## config.mk

```make
export PLATFORM = sky130hd
export DESIGN_NAME = omni_wheel
export DESIGN_NICKNAME = d
export VERILOG_FILES = /design/src/sv/omni_pkg.sv /design/src/sv/omni_wheel.sv
export SDC_FILE = /design/constraint.sdc
export NUM_CORES = 2
export LEC_CHECK = 0
export ABC_AREA = 1
export BUFFER_PORTS_ARGS = -buffer_cell sky130_fd_sc_hd__buf_2
export CORE_MARGIN = 8
export CORE_UTILIZATION = 35
export DETAILED_ROUTE_END_ITERATION = 10
export GPL_TIMING_DRIVEN = 0
export PLACE_DENSITY = 0.46
export SLEW_MARGIN = 20
export SYNTH_ARGS = -nofsm -noshare
export SYNTH_HDL_FRONTEND = slang
export SYNTH_SLANG_ARGS = --single-unit
```

## constraint.sdc

```tcl
create_clock -name clk -period 9.15 [get_ports clk]
set_clock_uncertainty 0.2 [all_clocks]
set_input_delay 1.3725 -clock clk [delete_from_list [all_inputs] [get_ports clk]]
set_output_delay 1.3725 -clock clk [all_outputs]
set_load 0.02 [all_outputs]
```

## src/sv/omni_pkg.sv

```systemverilog
// Shared constants and types for the omni wheel kinematics pipeline.
package omni_pkg;

  localparam int ENC_BITS = 13;
  localparam int VEL_BITS = 16;
  localparam int ARM_BITS = 16;
  localparam int RATIO_BITS = 24;
  localparam int RPM_BITS = 16;

  localparam int ANGLE_BITS_DEF = 13;
  localparam int SINE_FRAC_DEF = 15;

  // Rotated velocity and wheel sum widths (Q18.0 and Q20.16)
  localparam int ROT_W = 18;
  localparam int LIN_W = 36;

  localparam int SINE_STAGES = 8;
  localparam int WHEEL_STAGES = 3;
  localparam int PIPE_STAGES = 1 + SINE_STAGES + 3 + WHEEL_STAGES;

  // Odd Taylor terms of sin(pi/2 * x), Q1.30
  localparam logic [30:0] SIN_C1 = 31'd1686629713;
  localparam logic [30:0] SIN_C3 = 31'd693598668;
  localparam logic [30:0] SIN_C5 = 31'd85569306;
  localparam logic [30:0] SIN_C7 = 31'd5026995;
  localparam logic [30:0] SIN_C9 = 31'd172273;

  localparam logic [1:0] CFG_YAW_CENTER = 2'd0;
  localparam logic [1:0] CFG_ARM_LENGTH = 2'd1;
  localparam logic [1:0] CFG_RPM_RATIO = 2'd2;

  typedef logic signed [VEL_BITS-1:0] vel_t;
  typedef logic [ENC_BITS-1:0] enc_t;
  typedef logic signed [RPM_BITS-1:0] rpm_t;
  typedef logic signed [LIN_W-1:0] lin_t;

endpackage

```

## src/sv/omni_wheel.sv

```systemverilog
// One wheel: split multiply by the rpm ratio, truncate toward zero, saturate.
module omni_wheel (
  input  logic                              clk,
  input  logic [omni_pkg::WHEEL_STAGES-1:0] en,
  input  omni_pkg::lin_t                    lin,
  input  logic [omni_pkg::RATIO_BITS-1:0]   ratio,
  output omni_pkg::rpm_t                    rpm,
  output logic                              clip
);
  import omni_pkg::*;

  localparam int LO_W = LIN_W / 2;
  localparam int HI_W = LIN_W - LO_W;
  localparam int PLO_W = LO_W + RATIO_BITS;
  localparam int PHI_W = HI_W + RATIO_BITS + 1;
  localparam int PROD_W = 61;
  localparam int SHIFT = 36;
  localparam int T_W = PROD_W - SHIFT;
  localparam logic signed [T_W-1:0] RPM_MAX = T_W'(32767);
  localparam logic signed [T_W-1:0] RPM_MIN = -T_W'(32768);

  logic [PLO_W-1:0] plo;
  logic signed [PHI_W-1:0] phi;
  logic signed [PROD_W-1:0] prod;
  logic signed [PROD_W-1:0] bias;
  logic signed [PROD_W-1:0] biased;
  logic signed [T_W-1:0] t;

  always_comb begin
    // negative products round toward zero
    bias = prod[PROD_W-1] ? PROD_W'((PROD_W'(1) << SHIFT) - PROD_W'(1)) : '0;
    biased = prod + bias;
    t = T_W'(biased >>> SHIFT);
  end

  always_ff @(posedge clk) begin
    if (en[0]) begin
      plo <= PLO_W'(lin[LO_W-1:0]) * PLO_W'(ratio);
      phi <= PHI_W'($signed(lin[LIN_W-1:LO_W])) * PHI_W'($signed({1'b0, ratio}));
    end
    if (en[1]) begin
      prod <= (PROD_W'(phi) <<< LO_W) + PROD_W'($signed({1'b0, plo}));
    end
    if (en[2]) begin
      if (t > RPM_MAX) begin
        rpm  <= RPM_MAX[RPM_BITS-1:0];
        clip <= 1'b1;
      end else if (t < RPM_MIN) begin
        rpm  <= RPM_MIN[RPM_BITS-1:0];
        clip <= 1'b1;
      end else begin
        rpm  <= t[RPM_BITS-1:0];
        clip <= 1'b0;
      end
    end
  end

endmodule

```

==> impl_metrics.json <==
{
  "cts_resized": 0,
  "synth_compound_area_frac": 0.0401,
  "cp_common_cell": "fa_1",
  "hp-class": "reg2reg",
  "die_h_um": 350,
  "arrival_ns": 8.83,
  "drt-pass1-iter-count": 7,
  "clk_path_buf_depth": 2,
  "final-seq-area_um2": 4890,
  "synth_xor_area_frac": 0.0283,
  "core_area_um2": 111000,
  "dp_hpwl_um": 112000,
  "syn-num-nets": 6106,
  "path_class": "in2reg",
  "fin_crit_sh": 0.967,
  "wirelength_um": 130000,
  "grt_usage": 0.215,
  "grt_pass1_vias": 32215,
  "status": "finished, final reports clean",
  "required_ns": 9.13,
  "start_kind": "input port",
  "layout-drive-gt1-share": 0.0254,
  "yosysMostFrequentCell": "inv_1",
  "first_iter_violations": 2028,
  "syn_to_final_growth_pct": 7.27,
  "numCtsBuffers": 17,
  "initial_core_util": 0.353,
  "ys.flop_type": "edfxtp_1",
  "synth_seq_cells": 163,
  "ys_types": 49,
  "avgViaCountPerCell": 4.67,
  "grt.overflow.total": 0,
  "pin_count": 81,
  "ff2ff_setup_slack_ns": 5.87,
  "cts-root-buf": "clkbuf_16",
  "setup_tns_ns": 0,
  "grt_antenna_before_repair": 3,
  "post-route-drc-count": 0,
  "final.min_clock_period_ns": 8.85,
  "crit_slowest_cell": "clkbuf_1",
  "drv_slew": 0,
  "synth_edf_count": 163,
  "synthArstFlopShare": 0,
  "synth_top_family_by_area": "adder cells",
  "path_clk_slew_ns": 0.07,
  "whs_ns": 0.216,
  "path_buf_inv": 7,
  "cts_tree": "built",
  "crit_family": "adder cells",
  "ant_nets": 0,
  "synth_area_leader_cell": "fa_1",
  "worst_pin_slew_ns": 1.21,
  "cts_htree_levels": 4,
  "hold_buffers": 0,
  "numPlacedInstances": 6540,
  "diodes": 0,
  "insertion_delay_ns": 0.44,
  "clock_sinks": 163,
  "relSlewSlack": 0.193,
  "core.rowCount": 122,
  "io_buffers": 56,
  "wl_per_cell_um": 19.8,
  "synthesis.area_um2": 39000,
  "gp_congestion": 0.916,
  "crit_fanout": 10,
  "synth-seq-area-share": 0.126,
  "rsz0062_at_grt": "no",
  "final_cells": 6572,
  "final_nets": 6184,
  "endpoint_kind": "flip-flop",
  "synthMuxAreaShare": 0,
  "filler_cell_count": 11893,
  "die_w_um": 350,
  "avgSynthCellArea_um2": 7.81,
  "grt_pass1_wl_um": 197000,
  "synth_common_cells": "inv_1, nand2_1, fa_1, ha_1, nor2_1",
  "synth_simple_gate_area_frac": 0.175,
  "yosysWarnings": 0,
  "maxCapViolations": 0,
  "hold_viol": 0,
  "synthAdderAreaFrac": 0.472,
  "cpPeakStageDelay_ns": 0.87,
  "setup_viol": 0,
  "timing.fmax_mhz": 113,
  "yosysTopAreaCellShare": 0.362,
  "cts_setup_buffers": 0,
  "crit_chain": "clkbuf_1 -> clkbuf_1 -> nand2_1 -> fa_1 -> inv_1 -> fa_1 -> inv_1 -> fa_1 -> inv_1 -> fa_1 -> fa_1 -> inv_1 -> fa_1 -> inv_1 -> ha_1 -> nand2_1 -> nor2_1 -> nand3_1 -> nand3_1 -> a21oi_1 -> o21ai_0 -> nand2_1 -> o21ai_0 -> xor2_1",
  "syn-instance-count": 4993,
  "die_area_um2": 122000,
  "grt_max_degree": 62,
  "multi_input_area_um2": 27900,
  "fin_util": 0.378,
  "synth_area_leaders": "fa_1, inv_1, nand2_1",
  "vias": 30675
}
logic make-up after synthesis:
family,count (synthesis)
DFF,163
AOI/OAI and AO/OA,284
xor gates and xnor gates,126
and+or+nand+nor,1739
buffers and inverters,1632
adders and majority gates,1049
metrics by stage:
stage	area [µm²]	worst slack, ns
after floorplan	39000	1.99
after global placement	41100	-0.132
after detailed placement	41200	-0.154
after CTS	41800	0.287
after global routing	41800	0.0204
final	41800	0.299
state kept, by name (all words and copies together) (netlist names):
name  cells
plo      42
prod     61
rpm      16
phi      43
clip      1
cells in the final DEF, fill, tap and decap left out, types with 5 or more instances in the layout:
master | synthesis | routed
nand2_1 | 1341 | 1341
edfxtp_1 | 163 | 163
nor3_1 | 25 | 25
a31oi_1 | 20 | 20
fa_1 | 705 | 705
nand4_1 | 13 | 13
nor2_2 | 5 | 5
clkbuf_2 | 0 | 12
xor2_1 | 77 | 77
clkbuf_16 | 0 | 17
o21ai_0 | 72 | 72
inv_1 | 1458 | 1458
a21boi_0 | 5 | 5
clkbuf_1 | 168 | 156
ha_1 | 344 | 344
nand3_1 | 94 | 94
buf_2 | 0 | 54
nor4_1 | 6 | 6
nor2_1 | 232 | 232
a21oi_1 | 147 | 147
inv_8 | 0 | 5
o21a_1 | 11 | 11
xnor2_1 | 49 | 49
a21o_1 | 8 | 8
routing by layer:
metal	vias to the layer above	routed length, µm	GRT usage
met4	2	3510	0.0528
met5	-	13	0
li1	14610	-	-
met3	113	9120	0.0437
met1	15138	56500	0.283
met2	812	60700	0.363
layout make-up:
type                            count  share of cell area
Tap cell                         1488              0.0445
Multi-Input combinational cell   3198               0.667
Clock buffer                       17              0.0102
Sequential cell                   163               0.117
Clock inverter                     15             0.00455
Inverter                         1461               0.131
Buffer                            171              0.0170
Timing Repair Buffer               59             0.00820
path summary, 6_finish.rpt:
check        startpoint      end  cells past startpoint
max reg2reg    prod[60]  rpm[12]                     17
max           ratio[11]  plo[41]                     24
min              plo[8]  prod[8]                      0
min reg2reg      plo[8]  prod[8]                      0
Power is left out: the tool's default activity adds up to more than one toggle a clock period on the data nets, which glitch-free logic cannot reach.
