`src/sv/omni_pkg.sv`:
```
// Shared constants and types for the omni wheel kinematics pipeline.
package omni_pkg;

  localparam int ENC_BITS = 13;
  localparam int VEL_BITS = 16;
  localparam int ARM_BITS = 16;
  localparam int RATIO_BITS = 24;
  localparam int RPM_BITS = 16;

  localparam int ANGLE_BITS_DEF = 13;
  localparam int SINE_FRAC_DEF = 15;

  // Rotated velocity and wheel sum widths (Q18.0 and Q20.16)
  localparam int ROT_W = 18;
  localparam int LIN_W = 36;

  localparam int SINE_STAGES = 8;
  localparam int WHEEL_STAGES = 3;
  localparam int PIPE_STAGES = 1 + SINE_STAGES + 3 + WHEEL_STAGES;

  // Odd Taylor terms of sin(pi/2 * x), Q1.30
  localparam logic [30:0] SIN_C1 = 31'd1686629713;
  localparam logic [30:0] SIN_C3 = 31'd693598668;
  localparam logic [30:0] SIN_C5 = 31'd85569306;
  localparam logic [30:0] SIN_C7 = 31'd5026995;
  localparam logic [30:0] SIN_C9 = 31'd172273;

  localparam logic [1:0] CFG_YAW_CENTER = 2'd0;
  localparam logic [1:0] CFG_ARM_LENGTH = 2'd1;
  localparam logic [1:0] CFG_RPM_RATIO = 2'd2;

  typedef logic signed [VEL_BITS-1:0] vel_t;
  typedef logic [ENC_BITS-1:0] enc_t;
  typedef logic signed [RPM_BITS-1:0] rpm_t;
  typedef logic signed [LIN_W-1:0] lin_t;

endpackage

```
`src/sv/omni_sine.sv`:
```
// Pipelined quarter-wave sine: mirror, square, Horner steps, scale and sign.
module omni_sine #(
  parameter int ANGLE_BITS = omni_pkg::ANGLE_BITS_DEF,
  parameter int SINE_FRACTION_BITS = omni_pkg::SINE_FRAC_DEF
) (
  input  logic                           clk,
  input  logic [omni_pkg::SINE_STAGES-1:0] en,
  input  logic [ANGLE_BITS-1:0]          idx,
  output logic signed [SINE_FRACTION_BITS:0] val
);
  import omni_pkg::*;

  localparam int F = SINE_FRACTION_BITS;
  localparam int P7W = 23;
  localparam int P5W = 27;
  localparam int P3W = 30;
  localparam int P1W = 31;
  localparam logic [31:0] ROUND = 32'd1 << (29 - F);
  localparam logic [31:0] MAXMAG = (32'd1 << F) - 32'd1;

  logic [16:0] xr;
  logic [16:0] x2, x3, x4, x5, x6, x7;
  logic [1:0]  q2, q3, q4, q5, q6, q7, q8;
  logic [16:0] y3, y4, y5, y6;
  logic [P7W-1:0] p4;
  logic [P5W-1:0] p5;
  logic [P3W-1:0] p6;
  logic [P1W-1:0] p7;
  logic [30:0] v8;
  logic [33:0] sq;
  logic [47:0] t4, t5, t6, t7, t8;
  logic [31:0] rnd;
  logic [31:0] mfull;
  logic [F-1:0] mag;

  always_comb begin
    xr = 17'(idx[ANGLE_BITS-3:0]) << (18 - ANGLE_BITS);
    sq = 34'(x2) * 34'(x2);
    t4 = 48'(SIN_C9) * 48'(y3);
    t5 = 48'(p4) * 48'(y4);
    t6 = 48'(p5) * 48'(y5);
    t7 = 48'(p6) * 48'(y6);
    t8 = 48'(p7) * 48'(x7);
    rnd = 32'(v8) + ROUND;
    mfull = rnd >> (30 - F);
    mag = (mfull > MAXMAG) ? MAXMAG[F-1:0] : mfull[F-1:0];
  end

  always_ff @(posedge clk) begin
    if (en[0]) begin
      q2 <= idx[ANGLE_BITS-1:ANGLE_BITS-2];
      x2 <= idx[ANGLE_BITS-2] ? (17'd65536 - xr) : xr;
    end
    if (en[1]) begin
      q3 <= q2;
      x3 <= x2;
      y3 <= 17'(sq >> 16);
    end
    if (en[2]) begin
      q4 <= q3;
      x4 <= x3;
      y4 <= y3;
      p4 <= P7W'(48'(SIN_C7) - (t4 >> 16));
    end
    if (en[3]) begin
      q5 <= q4;
      x5 <= x4;
      y5 <= y4;
      p5 <= P5W'(48'(SIN_C5) - (t5 >> 16));
    end
    if (en[4]) begin
      q6 <= q5;
      x6 <= x5;
      y6 <= y5;
      p6 <= P3W'(48'(SIN_C3) - (t6 >> 16));
    end
    if (en[5]) begin
      q7 <= q6;
      x7 <= x6;
      p7 <= P1W'(48'(SIN_C1) - (t7 >> 16));
    end
    if (en[6]) begin
      q8 <= q7;
      v8 <= 31'(t8 >> 16);
    end
    if (en[7]) begin
      // lower half turn is negative
      val <= q8[1] ? -$signed({1'b0, mag}) : $signed({1'b0, mag});
    end
  end

endmodule

```
`config.mk`:
```
export PLATFORM = sky130hd
export DESIGN_NAME = omni_sine
export DESIGN_NICKNAME = d
export VERILOG_FILES = /design/src/sv/omni_pkg.sv /design/src/sv/omni_sine.sv
export SDC_FILE = /design/constraint.sdc
export NUM_CORES = 2
export LEC_CHECK = 0
export BUFFER_PORTS_ARGS = -buffer_cell sky130_fd_sc_hd__buf_2
export CAP_MARGIN = 0
export CORE_MARGIN = 2
export CORE_UTILIZATION = 55
export CTS_BUF_LIST = sky130_fd_sc_hd__clkbuf_4 sky130_fd_sc_hd__clkbuf_8
export DETAILED_ROUTE_END_ITERATION = 10
export PLACE_DENSITY = 0.74
export SLEW_MARGIN = 20
export SYNTH_ARGS = -nofsm -noshare
export SYNTH_HDL_FRONTEND = slang
export SYNTH_SLANG_ARGS = --single-unit
```
`constraint.sdc`:
```
create_clock -name clk -period 15.6 [get_ports clk]
set_input_delay 2.34 -clock clk [delete_from_list [all_inputs] [get_ports clk]]
set_output_delay 2.34 -clock clk [all_outputs]
set_load 0.05 [all_outputs]
```
==> summary.txt <==
Routing
  • # DRC: 1
  • Wire length on met3: 12000 um
  • Final Routed Wirelength: 168000 um
  • DRT iter0 DRCs: about 3500
  • WL met2: between 80000 and 90000 um
  • Post-DR wirelength/cell: approximately 18 um
  • DR top layer: met4
  • Metal1 wirelength: between 60000 and 70000 um
  • Vias: 50917
  • Drt via density: 5.48
  • Final antenna-violating net count: 0
  • TritonRoute pass-1 iters: 11

Worst setup path
  • Crit path buf inv count: 3
  • Crit path max fanout: 22
  • Critical Path AT: a little under 9 ns
  • Critical path class: reg -> reg
  • CP most frequent cell: fa_1
  • Critical path capture point type: register
  • Crit path max-delay family: adder cells
  • Largest stage delay on the critical path: 1.00 ns
  • Slowest cell on the critical path: edfxtp_1
  • Crit path required time: 16.06 ns
  • CP Launch Type: register

Synthesis
  • Most frequent cells after synthesis: inv_1 (1878), fa_1 (1490), nand2_1 (1270)
  • Synth async-reset ratio: 0%
  • Area share of xor/xnor cells in the synthesized design: between 3 and 4%
  • Syn Area/Cell: around 9.4 um^2
  • Unique cell type count in the Yosys netlist: 100
  • Net Count, Synth: between 9000 and 10000
  • Most frequent cell after synthesis: inv_1
  • Flops & latches, synth: 286
  • Area share of the largest cell type after synthesis: between 40% and 50%
  • Cell taking the most area after synthesis: fa_1
  • Mapped Cells: approximately 7700
  • Mapped Area: just over 0.07 mm^2
  • Post-synthesis simple-gate area fraction: between 10% and 20%
  • Sequential fraction of the synthesis area: about an eighth
  • Number of synthesized flops with an enable pin: 286
  • Main combinational cell family by area after synthesis: adder cells
  • Adder-cell share of the synthesized area: a little over half
  • Multiplexer share of the synthesized area: 0.231%
  • Dominant cells by area after synthesis: fa_1 (41%), ha_1 (13%), edfxtp_1 (12%), inv_1 (9.8%), nand2_1 (6.6%)
  • Post-synthesis compound-gate area fraction: 5.07%
  • Top_reg_cell synth: edfxtp_1
  • Syn. warnings: 0

Timing
  • Hold Vio Cnt, Final: 0
  • Hold WS: just over 0.4 ns
  • RSZ-0062 raised after global routing: false
  • Final setup vio count: 0
  • Setup ws final: 7.22 ns
  • Tmin final: 8.38 ns
  • Final Slew Violations: 0
  • Final Skew: about 0.013 ns
  • Slew @ Worst Pin: about 1.2 ns
  • FMAX: around 120 MHz
  • Slew margin rel.: a little under a fifth
  • Setup tns final: 0 ns
  • Fin crit share: a little over half

Die
  • I/O Pins: 38
  • Die area: 0.134 mm^2
  • Die Wd: about 370 um
  • Die height: 366 um
  • Row cnt: roughly 130
  • Core area: 0.130 mm^2
  • Initial Util: 55.5%

Job
  • Max-cap violations: 0

Placement
  • Place WS: around 7.2 ns
  • Gpl congestion: slightly above 0.9
  • Final HPWL DP: approximately 130000 um
  • Port bufs: 37

GRT
  • Initial antenna violation count: 1
  • Remaining global-route overflow: 0
  • First-pass GRT wire length: 282000 um
  • Vias in the first global route: ~56000
  • Maximum number of pins on one net before global-route repair: 61
  • GRT Total Usage: 26.2%

Clocking
  • CTS tree: done
  • CTS-repair resized insts: 0
  • Clk_lat worst skew: 0.72 ns
  • Clock sinks: 286
  • Clock-pin slew on the worst setup and hold paths: around 0.07 ns
  • Hold-fix buffers at CTS: 0
  • Htree depth: 2
  • Deepest clock path buffer count: 3
  • Total CTS buffers: 52
  • Post-CTS setup buffers: 0
  • Clock tree root buffer cell: clkbuf_8

Cells and area
  • Syn-to-layout area delta: 3.70%
  • Nets: roughly 10000
  • Final core utilization: a little under three fifths
  • Layout cells sized above 1: 3.09%

Outcome
  • Outcome: finished, violations left
  • Failing checks: design-rule violations

Hold path
  • Worst Hold Class: reg -> reg
## flip-flops by register name (all words and copies together) (netlist names), 16 cells and up
signal	count
p6	30
val	16
v8	17
y4	17
p4	20
p5	25
p7	31
y6	17
y3	17
y5	17
## cell type report
| type | count | area [um^2] |
|---|---|---|
| fillers | 11055 | 55100 |
| well taps | 1742 | 2180 |
| inverters | 1878 | 7050 |
| diodes | 1 | 2.50 |
| multi-input cells | 5202 | 55200 |
| repair buffers | 83 | 549 |
| clock buffers | 60 | 776 |
| clock inverters | 34 | 392 |
| flip-flops and latches | 286 | 8590 |
## worst paths after layout
| path | to | slack (ns) | startpoint | cells past startpoint |
|---|---|---|---|---|
| max | p5[22]$_DFFE_PP_ | 7.22 | y4[2]$_DFFE_PP_ | 26 |
| min | x7[16]$_DFFE_PP_ | 0.41 | x6[16]$_DFFE_PP_ | 0 |
| max reg2reg | p5[22]$_DFFE_PP_ | 7.22 | y4[2]$_DFFE_PP_ | 26 |
| min reg2reg | x7[16]$_DFFE_PP_ | 0.41 | x6[16]$_DFFE_PP_ | 0 |
## cells by family (layout without fill, tap and decap cells)
group	count (synthesis)	count (layout)
xor+xnor	245	245
compound gates	532	532
fa+ha+maj	2220	2220
other cells	0	1
mux	16	16
simple gates	2189	2189
flops	286	286
buf+inv	2205	2055
## through the flow
stage / instance area [um^2] / instances
floorplan: 72100 / 7693
global placement: 73500 / 9188
detailed placement: 73500 / 9188
CTS: 74700 / 9282
global route: 74700 / 9286
finish: 74700 / 9286
## routing by layer
metal	track usage (%)	vias up
met1	33.0	25869
met2	45.6	1943
met4	10.4	0
met5	0	-
li1	-	22668
met3	3.39	437
## placed cells by master (no fill, tap or decap), drive strengths merged, types with 37 or more instances in the layout
cell	n
nor3	37
clkbuf	60
ha	730
buf	83
xor2	92
fa	1490
a21oi	142
nand2	1270
inv	1880
edfxtp	286
nand3	54
o21ai	105
and3	38
nor2	104
xnor2	153
a21o	72
and2	550
Power is not shown: default switching activity piles up to over one toggle a cycle in this logic, so the estimate is an artifact.
